### src/sv/position_crc_tracker_unit_assert.svh
// Assertion macros used by the top level of the position CRC tracker.
`ifndef POSITION_CRC_TRACKER_UNIT_ASSERT_SVH
`define POSITION_CRC_TRACKER_UNIT_ASSERT_SVH

// Same-cycle implication, checked on every rising clock edge outside reset.
`define PCT_ASSERT_NOW(label, clk, rst, ante, cons) \
   label: assert property (@(posedge clk) disable iff (rst) (ante) |-> (cons)) \
      else $error("pct assertion failed");

// Next-cycle implication, checked on every rising clock edge outside reset.
`define PCT_ASSERT_NEXT(label, clk, rst, ante, cons) \
   label: assert property (@(posedge clk) disable iff (rst) (ante) |=> (cons)) \
      else $error("pct assertion failed");

`endif

### src/sv/pct_pkg.sv
// Shared types, constants and the CRC byte function of the position CRC tracker.
package pct_pkg;

   localparam logic [1:0] OP_MOVE  = 2'd0;
   localparam logic [1:0] OP_CLEAR = 2'd1;
   localparam logic [1:0] OP_LOAD  = 2'd2;

   localparam logic [7:0] CRC_INIT = 8'hFF;
   localparam logic [7:0] CRC_POLY = 8'hAB;   // 0xD5 reflected

   localparam int RecBytes = 20;
   localparam int CntBits  = $clog2(RecBytes);

   typedef enum logic [1:0] {
      ST_IDLE,
      ST_UPDATE,
      ST_CRC,
      ST_PUSH
   } state_type;

   typedef struct packed {
      logic capture;
      logic update;
      logic crc_step;
      logic push;
   } ctrl_cmd_type;

   typedef struct packed {
      logic is_move;
      logic last_byte;
      logic out_free;
   } ctrl_status_type;

   // One reflected CRC-8 byte update, eight shift steps.
   function automatic logic [7:0] crc_byte(input logic [7:0] crc, input logic [7:0] data);
      logic [7:0] c;
      c = crc ^ data;
      for (int b = 0; b < 8; b++) begin
         if (c[0]) c = (c >> 1) ^ CRC_POLY;
         else      c = c >> 1;
      end
      return c;
   endfunction

endpackage

### src/sv/pct_controller.sv
// Control state machine of the position CRC tracker.
module pct_controller (
   input  logic                     clock,
   input  logic                     reset,
   input  logic                     req_valid,
   output logic                     req_stall,
   input  pct_pkg::ctrl_status_type status,
   output pct_pkg::ctrl_cmd_type    cmd
);

   pct_pkg::state_type state_ff, state_in;

   always_ff @(posedge clock) begin
      if (reset) state_ff <= pct_pkg::ST_IDLE;
      else       state_ff <= state_in;
   end

   always_comb begin
      state_in     = state_ff;
      cmd          = '0;
      req_stall    = 1'b1;
      case (state_ff)
         pct_pkg::ST_IDLE: begin
            req_stall = 1'b0;
            if (req_valid) begin
               cmd.capture = 1'b1;
               state_in    = pct_pkg::ST_UPDATE;
            end
         end
         pct_pkg::ST_UPDATE: begin
            cmd.update = 1'b1;
            state_in   = status.is_move ? pct_pkg::ST_CRC : pct_pkg::ST_PUSH;
         end
         pct_pkg::ST_CRC: begin
            cmd.crc_step = 1'b1;
            if (status.last_byte) state_in = pct_pkg::ST_PUSH;
         end
         pct_pkg::ST_PUSH: begin
            if (status.out_free) begin
               cmd.push = 1'b1;
               state_in = pct_pkg::ST_IDLE;
            end
         end
         default: state_in = pct_pkg::ST_IDLE;
      endcase
   end

endmodule

### src/sv/pct_datapath.sv
// Position registers, record shifter, byte-serial CRC and result register.
module pct_datapath (
   input  logic                     clock,
   input  logic                     reset,
   input  pct_pkg::ctrl_cmd_type    cmd,
   output pct_pkg::ctrl_status_type status,
   input  logic [1:0]               req_opcode,
   input  logic signed [31:0]       req_value_x,
   input  logic signed [31:0]       req_value_y,
   input  logic signed [31:0]       req_value_z,
   input  logic signed [31:0]       req_move_duration,
   input  logic [31:0]              req_command_flags,
   input  logic                     req_skip_check,
   input  logic                     req_machine_fault,
   output logic                     rsp_valid,
   input  logic                     rsp_stall,
   output logic                     rsp_crc_match,
   output logic [7:0]               rsp_computed_crc,
   output logic                     rsp_accepted,
   output logic signed [31:0]       rsp_out_x,
   output logic signed [31:0]       rsp_out_y,
   output logic signed [31:0]       rsp_out_z
);

   localparam int RecBits = 8 * pct_pkg::RecBytes;

   // captured transaction
   logic [1:0]         op_ff;
   logic signed [31:0] vx_ff, vy_ff, vz_ff, dur_ff;
   logic [31:0]        flags_ff;
   logic               skip_ff, fault_ff;

   // running position
   logic signed [31:0] track_x_ff, track_y_ff, track_z_ff;
   logic signed [31:0] sum_x, sum_y, sum_z;

   logic [RecBits-1:0]          rec_ff;
   logic [7:0]                  crc_ff;
   logic [pct_pkg::CntBits-1:0] cnt_ff;

   logic                        out_valid_ff, out_valid_in;
   logic                        out_match_ff, out_acc_ff;
   logic [7:0]                  out_crc_ff;
   logic signed [31:0]          out_x_ff, out_y_ff, out_z_ff;

   logic is_move, match;

   assign is_move = (op_ff == pct_pkg::OP_MOVE);
   assign match   = (crc_ff == flags_ff[7:0]);

   assign sum_x = track_x_ff + vx_ff;
   assign sum_y = track_y_ff + vy_ff;
   assign sum_z = track_z_ff + vz_ff;

   assign status.is_move   = is_move;
   assign status.last_byte = (cnt_ff == pct_pkg::CntBits'(pct_pkg::RecBytes - 1));
   assign status.out_free  = !out_valid_ff || !rsp_stall;

   always_ff @(posedge clock) begin
      if (cmd.capture) begin
         op_ff    <= req_opcode;
         vx_ff    <= req_value_x;
         vy_ff    <= req_value_y;
         vz_ff    <= req_value_z;
         dur_ff   <= req_move_duration;
         flags_ff <= req_command_flags;
         skip_ff  <= req_skip_check;
         fault_ff <= req_machine_fault;
      end
   end

   always_ff @(posedge clock) begin
      if (reset) begin
         track_x_ff <= '0;
         track_y_ff <= '0;
         track_z_ff <= '0;
      end else if (cmd.update) begin
         case (op_ff)
            pct_pkg::OP_MOVE: begin
               track_x_ff <= sum_x;
               track_y_ff <= sum_y;
               track_z_ff <= sum_z;
            end
            pct_pkg::OP_CLEAR: begin
               track_x_ff <= '0;
               track_y_ff <= '0;
               track_z_ff <= '0;
            end
            pct_pkg::OP_LOAD: begin
               track_x_ff <= vx_ff;
               track_y_ff <= vy_ff;
               track_z_ff <= vz_ff;
            end
            default: ;  // unused opcode keeps the position
         endcase
      end
   end

   // Record bytes leave the low end, little-endian X, Y, Z, duration, flags.
   always_ff @(posedge clock) begin
      if (cmd.update) begin
         rec_ff <= {flags_ff[31:8], 8'h00, dur_ff, sum_z, sum_y, sum_x};
         crc_ff <= pct_pkg::CRC_INIT;
         cnt_ff <= '0;
      end else if (cmd.crc_step) begin
         rec_ff <= rec_ff >> 8;
         crc_ff <= pct_pkg::crc_byte(crc_ff, rec_ff[7:0]);
         cnt_ff <= cnt_ff + 1'b1;
      end
   end

   always_comb begin
      out_valid_in = out_valid_ff;
      if (cmd.push)                    out_valid_in = 1'b1;
      else if (out_valid_ff && !rsp_stall) out_valid_in = 1'b0;
   end

   always_ff @(posedge clock) begin
      if (reset) out_valid_ff <= 1'b0;
      else       out_valid_ff <= out_valid_in;
   end

   always_ff @(posedge clock) begin
      if (cmd.push) begin
         out_match_ff <= is_move && match;
         out_crc_ff   <= is_move ? crc_ff : 8'h00;
         out_acc_ff   <= is_move && (match || skip_ff) && !fault_ff;
         out_x_ff     <= track_x_ff;
         out_y_ff     <= track_y_ff;
         out_z_ff     <= track_z_ff;
      end
   end

   assign rsp_valid        = out_valid_ff;
   assign rsp_crc_match    = out_match_ff;
   assign rsp_computed_crc = out_crc_ff;
   assign rsp_accepted     = out_acc_ff;
   assign rsp_out_x        = out_x_ff;
   assign rsp_out_y        = out_y_ff;
   assign rsp_out_z        = out_z_ff;

endmodule

### src/sv/position_crc_tracker_unit.sv
// Top level of the position CRC tracker: controller plus datapath.
//
// Usage:
//  - Request channel (req_*): one motion transaction per handshake, taken at
//    a rising edge with req_valid high and req_stall low. Opcode move adds
//    the deltas to the stored X/Y/Z, clear zeroes it, load sets it.
//  - Response channel (rsp_*): one transaction per request, in order, with
//    the CRC-8 of the new position record for a move (zero otherwise), the
//    match flag, the accept flag and the position after the request.
//  - Sequence: after acceptance a move passes the update state, the CRC
//    state at one record byte per cycle over the 20-byte record, and the
//    push; clear, load and the unused opcode skip the CRC state.
//  - In flight: one transaction at a time; the next request can be taken
//    in the cycle after the result lands in the output register.
//  - Stall: a pending result waits in the output register while a new
//    request may already be taken and worked on; the push of that next
//    result waits until the output register is free.
//  - Reset (synchronous, active high): position cleared to zero, no
//    response pending, the block ready for a request.
module position_crc_tracker_unit (
   input  logic               clock,
   input  logic               reset,
   input  logic               req_valid,
   output logic               req_stall,
   input  logic [1:0]         req_opcode,
   input  logic signed [31:0] req_value_x,
   input  logic signed [31:0] req_value_y,
   input  logic signed [31:0] req_value_z,
   input  logic signed [31:0] req_move_duration,
   input  logic [31:0]        req_command_flags,
   input  logic               req_skip_check,
   input  logic               req_machine_fault,
   output logic               rsp_valid,
   input  logic               rsp_stall,
   output logic               rsp_crc_match,
   output logic [7:0]         rsp_computed_crc,
   output logic               rsp_accepted,
   output logic signed [31:0] rsp_out_x,
   output logic signed [31:0] rsp_out_y,
   output logic signed [31:0] rsp_out_z
);

`include "position_crc_tracker_unit_assert.svh"

   pct_pkg::ctrl_cmd_type    cmd;
   pct_pkg::ctrl_status_type status;

   // sequencing: capture, update, 20 CRC byte steps for a move, push
   pct_controller u_ctrl (
      .clock     (clock),
      .reset     (reset),
      .req_valid (req_valid),
      .req_stall (req_stall),
      .status    (status),
      .cmd       (cmd)
   );

   // position state, record shifter, CRC and output register
   pct_datapath u_dp (
      .clock             (clock),
      .reset             (reset),
      .cmd               (cmd),
      .status            (status),
      .req_opcode        (req_opcode),
      .req_value_x       (req_value_x),
      .req_value_y       (req_value_y),
      .req_value_z       (req_value_z),
      .req_move_duration (req_move_duration),
      .req_command_flags (req_command_flags),
      .req_skip_check    (req_skip_check),
      .req_machine_fault (req_machine_fault),
      .rsp_valid         (rsp_valid),
      .rsp_stall         (rsp_stall),
      .rsp_crc_match     (rsp_crc_match),
      .rsp_computed_crc  (rsp_computed_crc),
      .rsp_accepted      (rsp_accepted),
      .rsp_out_x         (rsp_out_x),
      .rsp_out_y         (rsp_out_y),
      .rsp_out_z         (rsp_out_z)
   );

   // A result is never pushed over one the receiver has not taken.
   `PCT_ASSERT_NOW(a_push_free, clock, reset, cmd.push, !rsp_valid || !rsp_stall)
   // An accepted transaction makes the block busy on the next cycle.
   `PCT_ASSERT_NEXT(a_busy_after_accept, clock, reset, req_valid && !req_stall, req_stall)
   // Clear, load and the unused opcode skip the CRC pass.
   `PCT_ASSERT_NEXT(a_no_crc_non_move, clock, reset, cmd.update && !status.is_move,
                    !cmd.crc_step)

endmodule

### config.mk
export PLATFORM = sky130hd
export DESIGN_NAME = position_crc_tracker_unit
export DESIGN_NICKNAME = d
export VERILOG_FILES = /design/src/sv/pct_pkg.sv /design/src/sv/pct_controller.sv /design/src/sv/pct_datapath.sv /design/src/sv/position_crc_tracker_unit.sv
export VERILOG_INCLUDE_DIRS = /design/src /design/src/sv
export SDC_FILE = /design/constraint.sdc
export NUM_CORES = 1
export LEC_CHECK = 0
export ABC_AREA = 1
export ABC_CLOCK_PERIOD_IN_PS = 7100
export BUFFER_PORTS_ARGS = -buffer_cell sky130_fd_sc_hd__buf_2
export CORE_MARGIN = 10
export CORE_UTILIZATION = 61
export CTS_BUF_LIST = sky130_fd_sc_hd__clkbuf_4 sky130_fd_sc_hd__clkbuf_8
export DETAILED_ROUTE_END_ITERATION = 6
export PLACE_DENSITY_LB_ADDON = 0.2
export SLEW_MARGIN = 0
export SYNTH_ARGS = -nofsm -noshare
export SYNTH_HDL_FRONTEND = slang
export SYNTH_HIERARCHICAL = 1
export SYNTH_SLANG_ARGS = --single-unit
### constraint.sdc
create_clock -name clock -period 7.1 [get_ports clock]
set_input_delay 0.71 -clock clock [delete_from_list [all_inputs] [get_ports clock]]
set_output_delay 0.71 -clock clock [all_outputs]
set_load 0.05 [all_outputs]
## After elaboration in Yosys (flattened, before gate mapping)

Index checks and enable logic that the tools add are counted.
W data, S select, Z words.

- Register bits after elaboration: 542
- Bits in latches: 0
- Memory bits (writable): 0
- Memory bits (read-only): 0
- Input bits: 168
- Output and inout bits: 108
- Logic and storage cells: 103
- Memories kept: 0

- Add/sub/neg operators: 4
- Multiply operators: 0
- Divide/modulo/power cells: 0
- Order comparisons: 0
- Equal/unequal tests: 10
- Shift-type cells: 0
- Mux-type cells: 41
- Bitwise operators: 9
- Reductions and logical operators: 16

Operators with widths:

| kind | number |
|---|---|
| $mux W160 | 2 |
| $pmux W32 S3 | 3 |
| $mux W8 | 22 |
| $add A32 B32 Y32 | 3 |
| $not A4 Y5 | 8 |
| $mux W1 | 10 |
| $eq A8 B8 Y1 | 1 |
| $pmux W2 S4 | 1 |
| $xor A8 B8 Y8 | 1 |
| $eq A2 B2 Y1 const B | 3 |
| $mux W2 | 3 |
| $ne A2 B2 Y1 const B | 3 |
| $add A5 B1 Y5 const B | 1 |
| $eq A5 B5 Y1 const B | 1 |
| $eq A2 B1 Y1 const B | 2 |
| $logic_and A1 B1 Y1 | 4 |
| $logic_not A2 Y1 | 2 |
| $reduce_bool A2 Y1 | 2 |
| $logic_not A1 Y1 | 3 |
| $reduce_and A3 Y1 | 1 |
| $reduce_bool A3 Y1 | 1 |
| $logic_or A1 B1 Y1 | 2 |
| $reduce_and A2 Y1 | 1 |

## Longest topological paths before layout

- Depth in word-level cells: 31
- Depth in mapped cells: 16
- Gate-level depth less buffers: 16

## By module

The synthesis kept the hierarchy.

Modules (own cells, without submodules):

| module | times used | cells each | area an instance (sq um) | sequential area each (sq um) |
|---|---|---|---|---|
| pct_datapath | 1 | 2596 | 25519.5 | 15034.4 |
| pct_controller | 1 | 35 | 236.5 | 40.0 |

## Worst setup path before layout

OpenSTA, ideal clock, no wires.

- Path kind: flip-flop to flip-flop
- From: reg u_ctrl.state_ff[0]
- To: reg u_dp.rec_ff[0] (enable)
- Library setup time: 0.575 ns
- Arrival time: 5.258 ns
- Data required time: 6.525 ns
- Setup slack: 1.268 ns
- Cell stages (with the launch flop): 6
- Path buffers: 1
- Clock period less this slack: 5.832 ns
- Path through: dfxtp_1 -> inv_1 -> ha_1 -> nor2_1 -> inv_1 -> clkbuf_1

RTL lines:

| what | RTL line | text |
|---|---|---|
| start: declaration | pct_controller.sv:11 | `pct_pkg::state_type state_ff, state_in;` |
| start signal: assignment | pct_controller.sv:14 | `if (reset) state_ff <= pct_pkg::ST_IDLE;` |
| start signal: assignment | pct_controller.sv:15 | `else state_ff <= state_in;` |
| end signal: assignment | pct_datapath.sv:102 | `rec_ff <= {flags_ff[31:8], 8'h00, dur_ff, sum_z, sum_y, sum_x};` |
| end signal: assignment | pct_datapath.sv:106 | `rec_ff <= rec_ff >> 8;` |
| end: declaration | pct_datapath.sv:37 | `logic [RecBits-1:0] rec_ff;` |

==> impl_metrics.py <==
metrics = {
    "pwr": {
        "power.share.switching_pct": 41.7,
        "power_frac_seq_pct": 38.8,
        "power.internal_uw": 8140,
        "p_sw_uw": 5810,
        "powerDensity_mw_per_mm2": 473,
        "clockPowerShare_pct": 20.6,
        "p_leak_uw": 0.0126,
        "power_frac_comb_pct": 40.6,
        "irDropWorstVdd_v": 0.000300,
    },
    "routing": {
        "post_drt_wl_per_cell_um": 20.4,
        "drc": 0,
        "drt_iter0_markers": 2409,
        "antenna_left": 0,
        "wl_um": 72000,
        "drt-pass1-iter-count": 5,
        "num_vias": 20800,
        "vias_per_cell": 5.89,
    },
    "clocking": {
        "clk_pin_slew_ps": 70,
        "numCtsBuffers": 86,
        "clock-root-buffer": "clkbuf_8",
        "ctsResizeCount": 0,
        "cts.sinks": 542,
        "htreeDepth": 3,
        "clk_path_buf_depth": 3,
        "post-cts-setup-buffer-count": 0,
        "clk-insertion-delay-late_ps": 720,
        "cts_tree": "done",
        "ctsHoldBuffers": 0,
    },
    "logic_synthesis": {
        "syn_area_per_cell_sq_um": 9.79,
        "ys.flop_type": "edfxtp_1",
        "synth_edf_count": 422,
        "ys_warn_count": 6,
        "synth.cell_area_sq_mm": 0.0258,
        "synth_fp_nets": 2904,
        "ys_seq_area_share_pct": 58.5,
        "synth_cell_types": 44,
        "async_flop_share_pct": 0,
        "ys_ff_latch": 542,
        "syn_inst": 2631,
    },
    "finish": {
        "fill_cells": 3148,
        "drive_gt1_share_pct": 16.7,
        "nNetsFinal": 3191,
        "fin_util_pct": 70.5,
        "area_growth_pct": 14.6,
        "antennaDiodeCount": 0,
    },
    "sta": {
        "drv_slew": 0,
        "worst_pin_slew_ps": 1090,
        "finClkSkew_ps": 32.6,
        "worst_slack_ps": 3700,
        "slew_headroom_pct": 27.3,
        "setup_viol": 0,
        "finalHoldViolCount": 0,
        "fin_crit_sh_pct": 47.8,
        "fin_setup_tns_ps": 0,
        "fmax_mhz": 294,
        "rsz0062_at_grt": "false",
        "layout_min_cycle_time_ps": 3400,
    },
    "global_route": {
        "antenna_found_initial": 0,
        "track_usage_pct": 27.9,
        "grt_pass1_vias": 20200,
        "overflow": 0,
        "grt_max_degree": 114,
        "grt_pass1_wl_um": 111000,
    },
    "die": {
        "num_rows": 75,
        "die_area_sq_mm": 0.0508,
        "coreArea_sq_mm": 0.0419,
        "chipHeight_um": 225,
        "chipWidth_um": 225,
        "start_util_pct": 61.5,
        "io_pins": 276,
    },
    "critical_path": {
        "cp_max_fo": 84,
        "critPathLaunchType": "flop",
        "path_class": "flop to flop",
        "cp_slowest_cell": "nor2_4",
        "crit_path_max_incr_delay_ps": 810,
        "cp_data_arrival_time_ps": 4010,
        "rrSetupSlack_ps": 3700,
        "cp_cell_sequence": "inv_1 > ha_4 > inv_2 > nor2_4 > buf_4 > o21ai_0 > a21oi_1",
        "crit_path_end_kind": "flop",
        "required_ps": 7710,
    },
    "status": {
        "status": "completed",
    },
    "placed_design": {
        "place.gp.congestion": 0.933,
        "dpl.hpwl_um": 50800,
        "io_buffers": 275,
        "dpl_worst_slack_ps": 3800,
    },
    "run": {
        "cap_violations": 0,
    },
    "hold_path": {
        "hp-class": "primary input to flop",
    },
}
logic make-up (layout without fill, tap and decap cells):
kind of cell / count (synthesis) / after routing / share of synthesized area (%)
fa+ha+maj: 105 / 105 / 5.19
xor+xnor: 51 / 51 / 2.00
simple gates: 1133 / 1133 / 18.6
buf+inv: 284 / 644 / 4.16
flops: 542 / 542 / 58.5
compound gates: 516 / 516 / 11.5
registers in the layout, indices dropped and copies added, names as in the netlist, 8 cells and up:
signal                 cells
u_dp/crc_ff                8
u_dp/dur_ff               32
u_dp/flags_ff             32
u_dp/rec_ff              160
u_dp/rsp_computed_crc      8
u_dp/rsp_out_x            32
u_dp/rsp_out_y            32
u_dp/rsp_out_z            32
u_dp/track_x_ff           32
u_dp/track_y_ff           32
u_dp/track_z_ff           32
u_dp/vx_ff                32
u_dp/vy_ff                32
u_dp/vz_ff                32
metrics by stage:
step	hold WS [ps]	area (sq um)	total power (uW)	instances
final	158	29500	13900	3530
after global routing	109	29500	14800	3530
after detailed placement	435	27600	11000	3369
after floorplan	422	25800	9380	2631
after global placement	432	27600	10800	3369
after CTS	103	29500	13900	3530
metal layers:
metal  track usage (%)  vias to the layer above  wire length [um]
li1                  -                     9777                 -
met3              5.09                      133              5830
met2              44.2                      919             33200
met4              8.21                        0              1840
met5                 0                        -                 0
met1              38.7                     9948             31100
Yosys cell counts, types with 5 or more instances:
master,number,area share (%)
buf_1,10,0.15
a31oi_1,53,1.3
dfxtp_1,120,9.3
a22o_1,62,2.1
a21oi_1,177,3.4
o21ai_0,190,3.7
nand3b_1,21,0.61
o21bai_1,9,0.26
nand4_1,16,0.39
nand2_1,693,10
nor3_1,19,0.37
or2_1,7,0.17
o21a_1,8,0.23
or2_2,26,0.63
xnor2_1,24,0.82
nand3_1,183,3.6
ha_1,102,5.0
nor4_1,8,0.19
xor2_1,21,0.71
edfxtp_1,422,49
o21ai_1,5,0.097
clkbuf_1,75,1.1
inv_1,188,2.7
and2_1,5,0.12
nand2_2,6,0.15
inv_2,8,0.12
nor2_1,143,2.1
power by group through the flow:
stage / Combinational (uW) / Clock, uW / Sequential [uW]
global route: 6230 / 3050 / 5510
finish: 5660 / 2870 / 5420
detailed placement: 5520 / 0 / 5440
global placement: 5430 / 0 / 5410
floorplan: 3820 / 0 / 5560
CTS: 5560 / 2920 / 5400
cell type report:
cell class                      instances  area, sq um  area share [%]
Clock buffer                          137         1640            5.54
Multi-Input combinational cell       1805         9640            32.7
Clock inverter                         24          269           0.912
Tap cell                              539          674            2.29
Inverter                              196          749            2.54
Timing Repair Buffer                  287         1470            4.97
Sequential cell                       542        15100            51.1
cell usage in the layout (no fill, tap or decap), types with 9 or more instances in the layout:
cell type / netlist / layout
nand2_1: 693 / 693
edfxtp_1: 422 / 422
buf_2: 2 / 275
o21ai_0: 190 / 190
inv_1: 188 / 183
nand3_1: 183 / 183
a21oi_1: 177 / 177
nor2_1: 143 / 141
dfxtp_1: 120 / 120
ha_1: 102 / 101
clkbuf_8: 0 / 97
a22o_1: 62 / 62
a31oi_1: 53 / 53
clkbuf_4: 0 / 40
or2_2: 26 / 26
xnor2_1: 24 / 24
xor2_1: 21 / 21
nand3b_1: 21 / 21
nor3_1: 19 / 19
nand4_1: 16 / 16
buf_4: 1 / 12
clkinv_2: 0 / 9
inv_2: 8 / 9
o21bai_1: 9 / 9
path summary, 6_finish.rpt:
check / from / to / cells past startpoint
setup / recovery: u_ctrl/state_ff[1]$_SDFFE_PP0P_ / u_dp/track_z_ff[29]$_SDFFE_PP0P_ / 7
hold / removal: req_move_duration[13] / u_dp/dur_ff[13]$_DFFE_PP_ / 1
setup reg to reg: u_ctrl/state_ff[1]$_SDFFE_PP0P_ / u_dp/track_z_ff[29]$_SDFFE_PP0P_ / 7
hold reg to reg: u_dp/track_y_ff[18]$_SDFFE_PP0P_ / u_dp/rsp_out_y[18]$_DFFE_PP_ / 0
critical path, delay by kind of cell (launching register included):
family          cells  cell delay (ps)
compound gates      2              400
buf+inv             3             1180
simple gates        1              810
fa+ha+maj           1              480
flops               1              350
No activity file was read; power rests on OpenSTA's default activity.
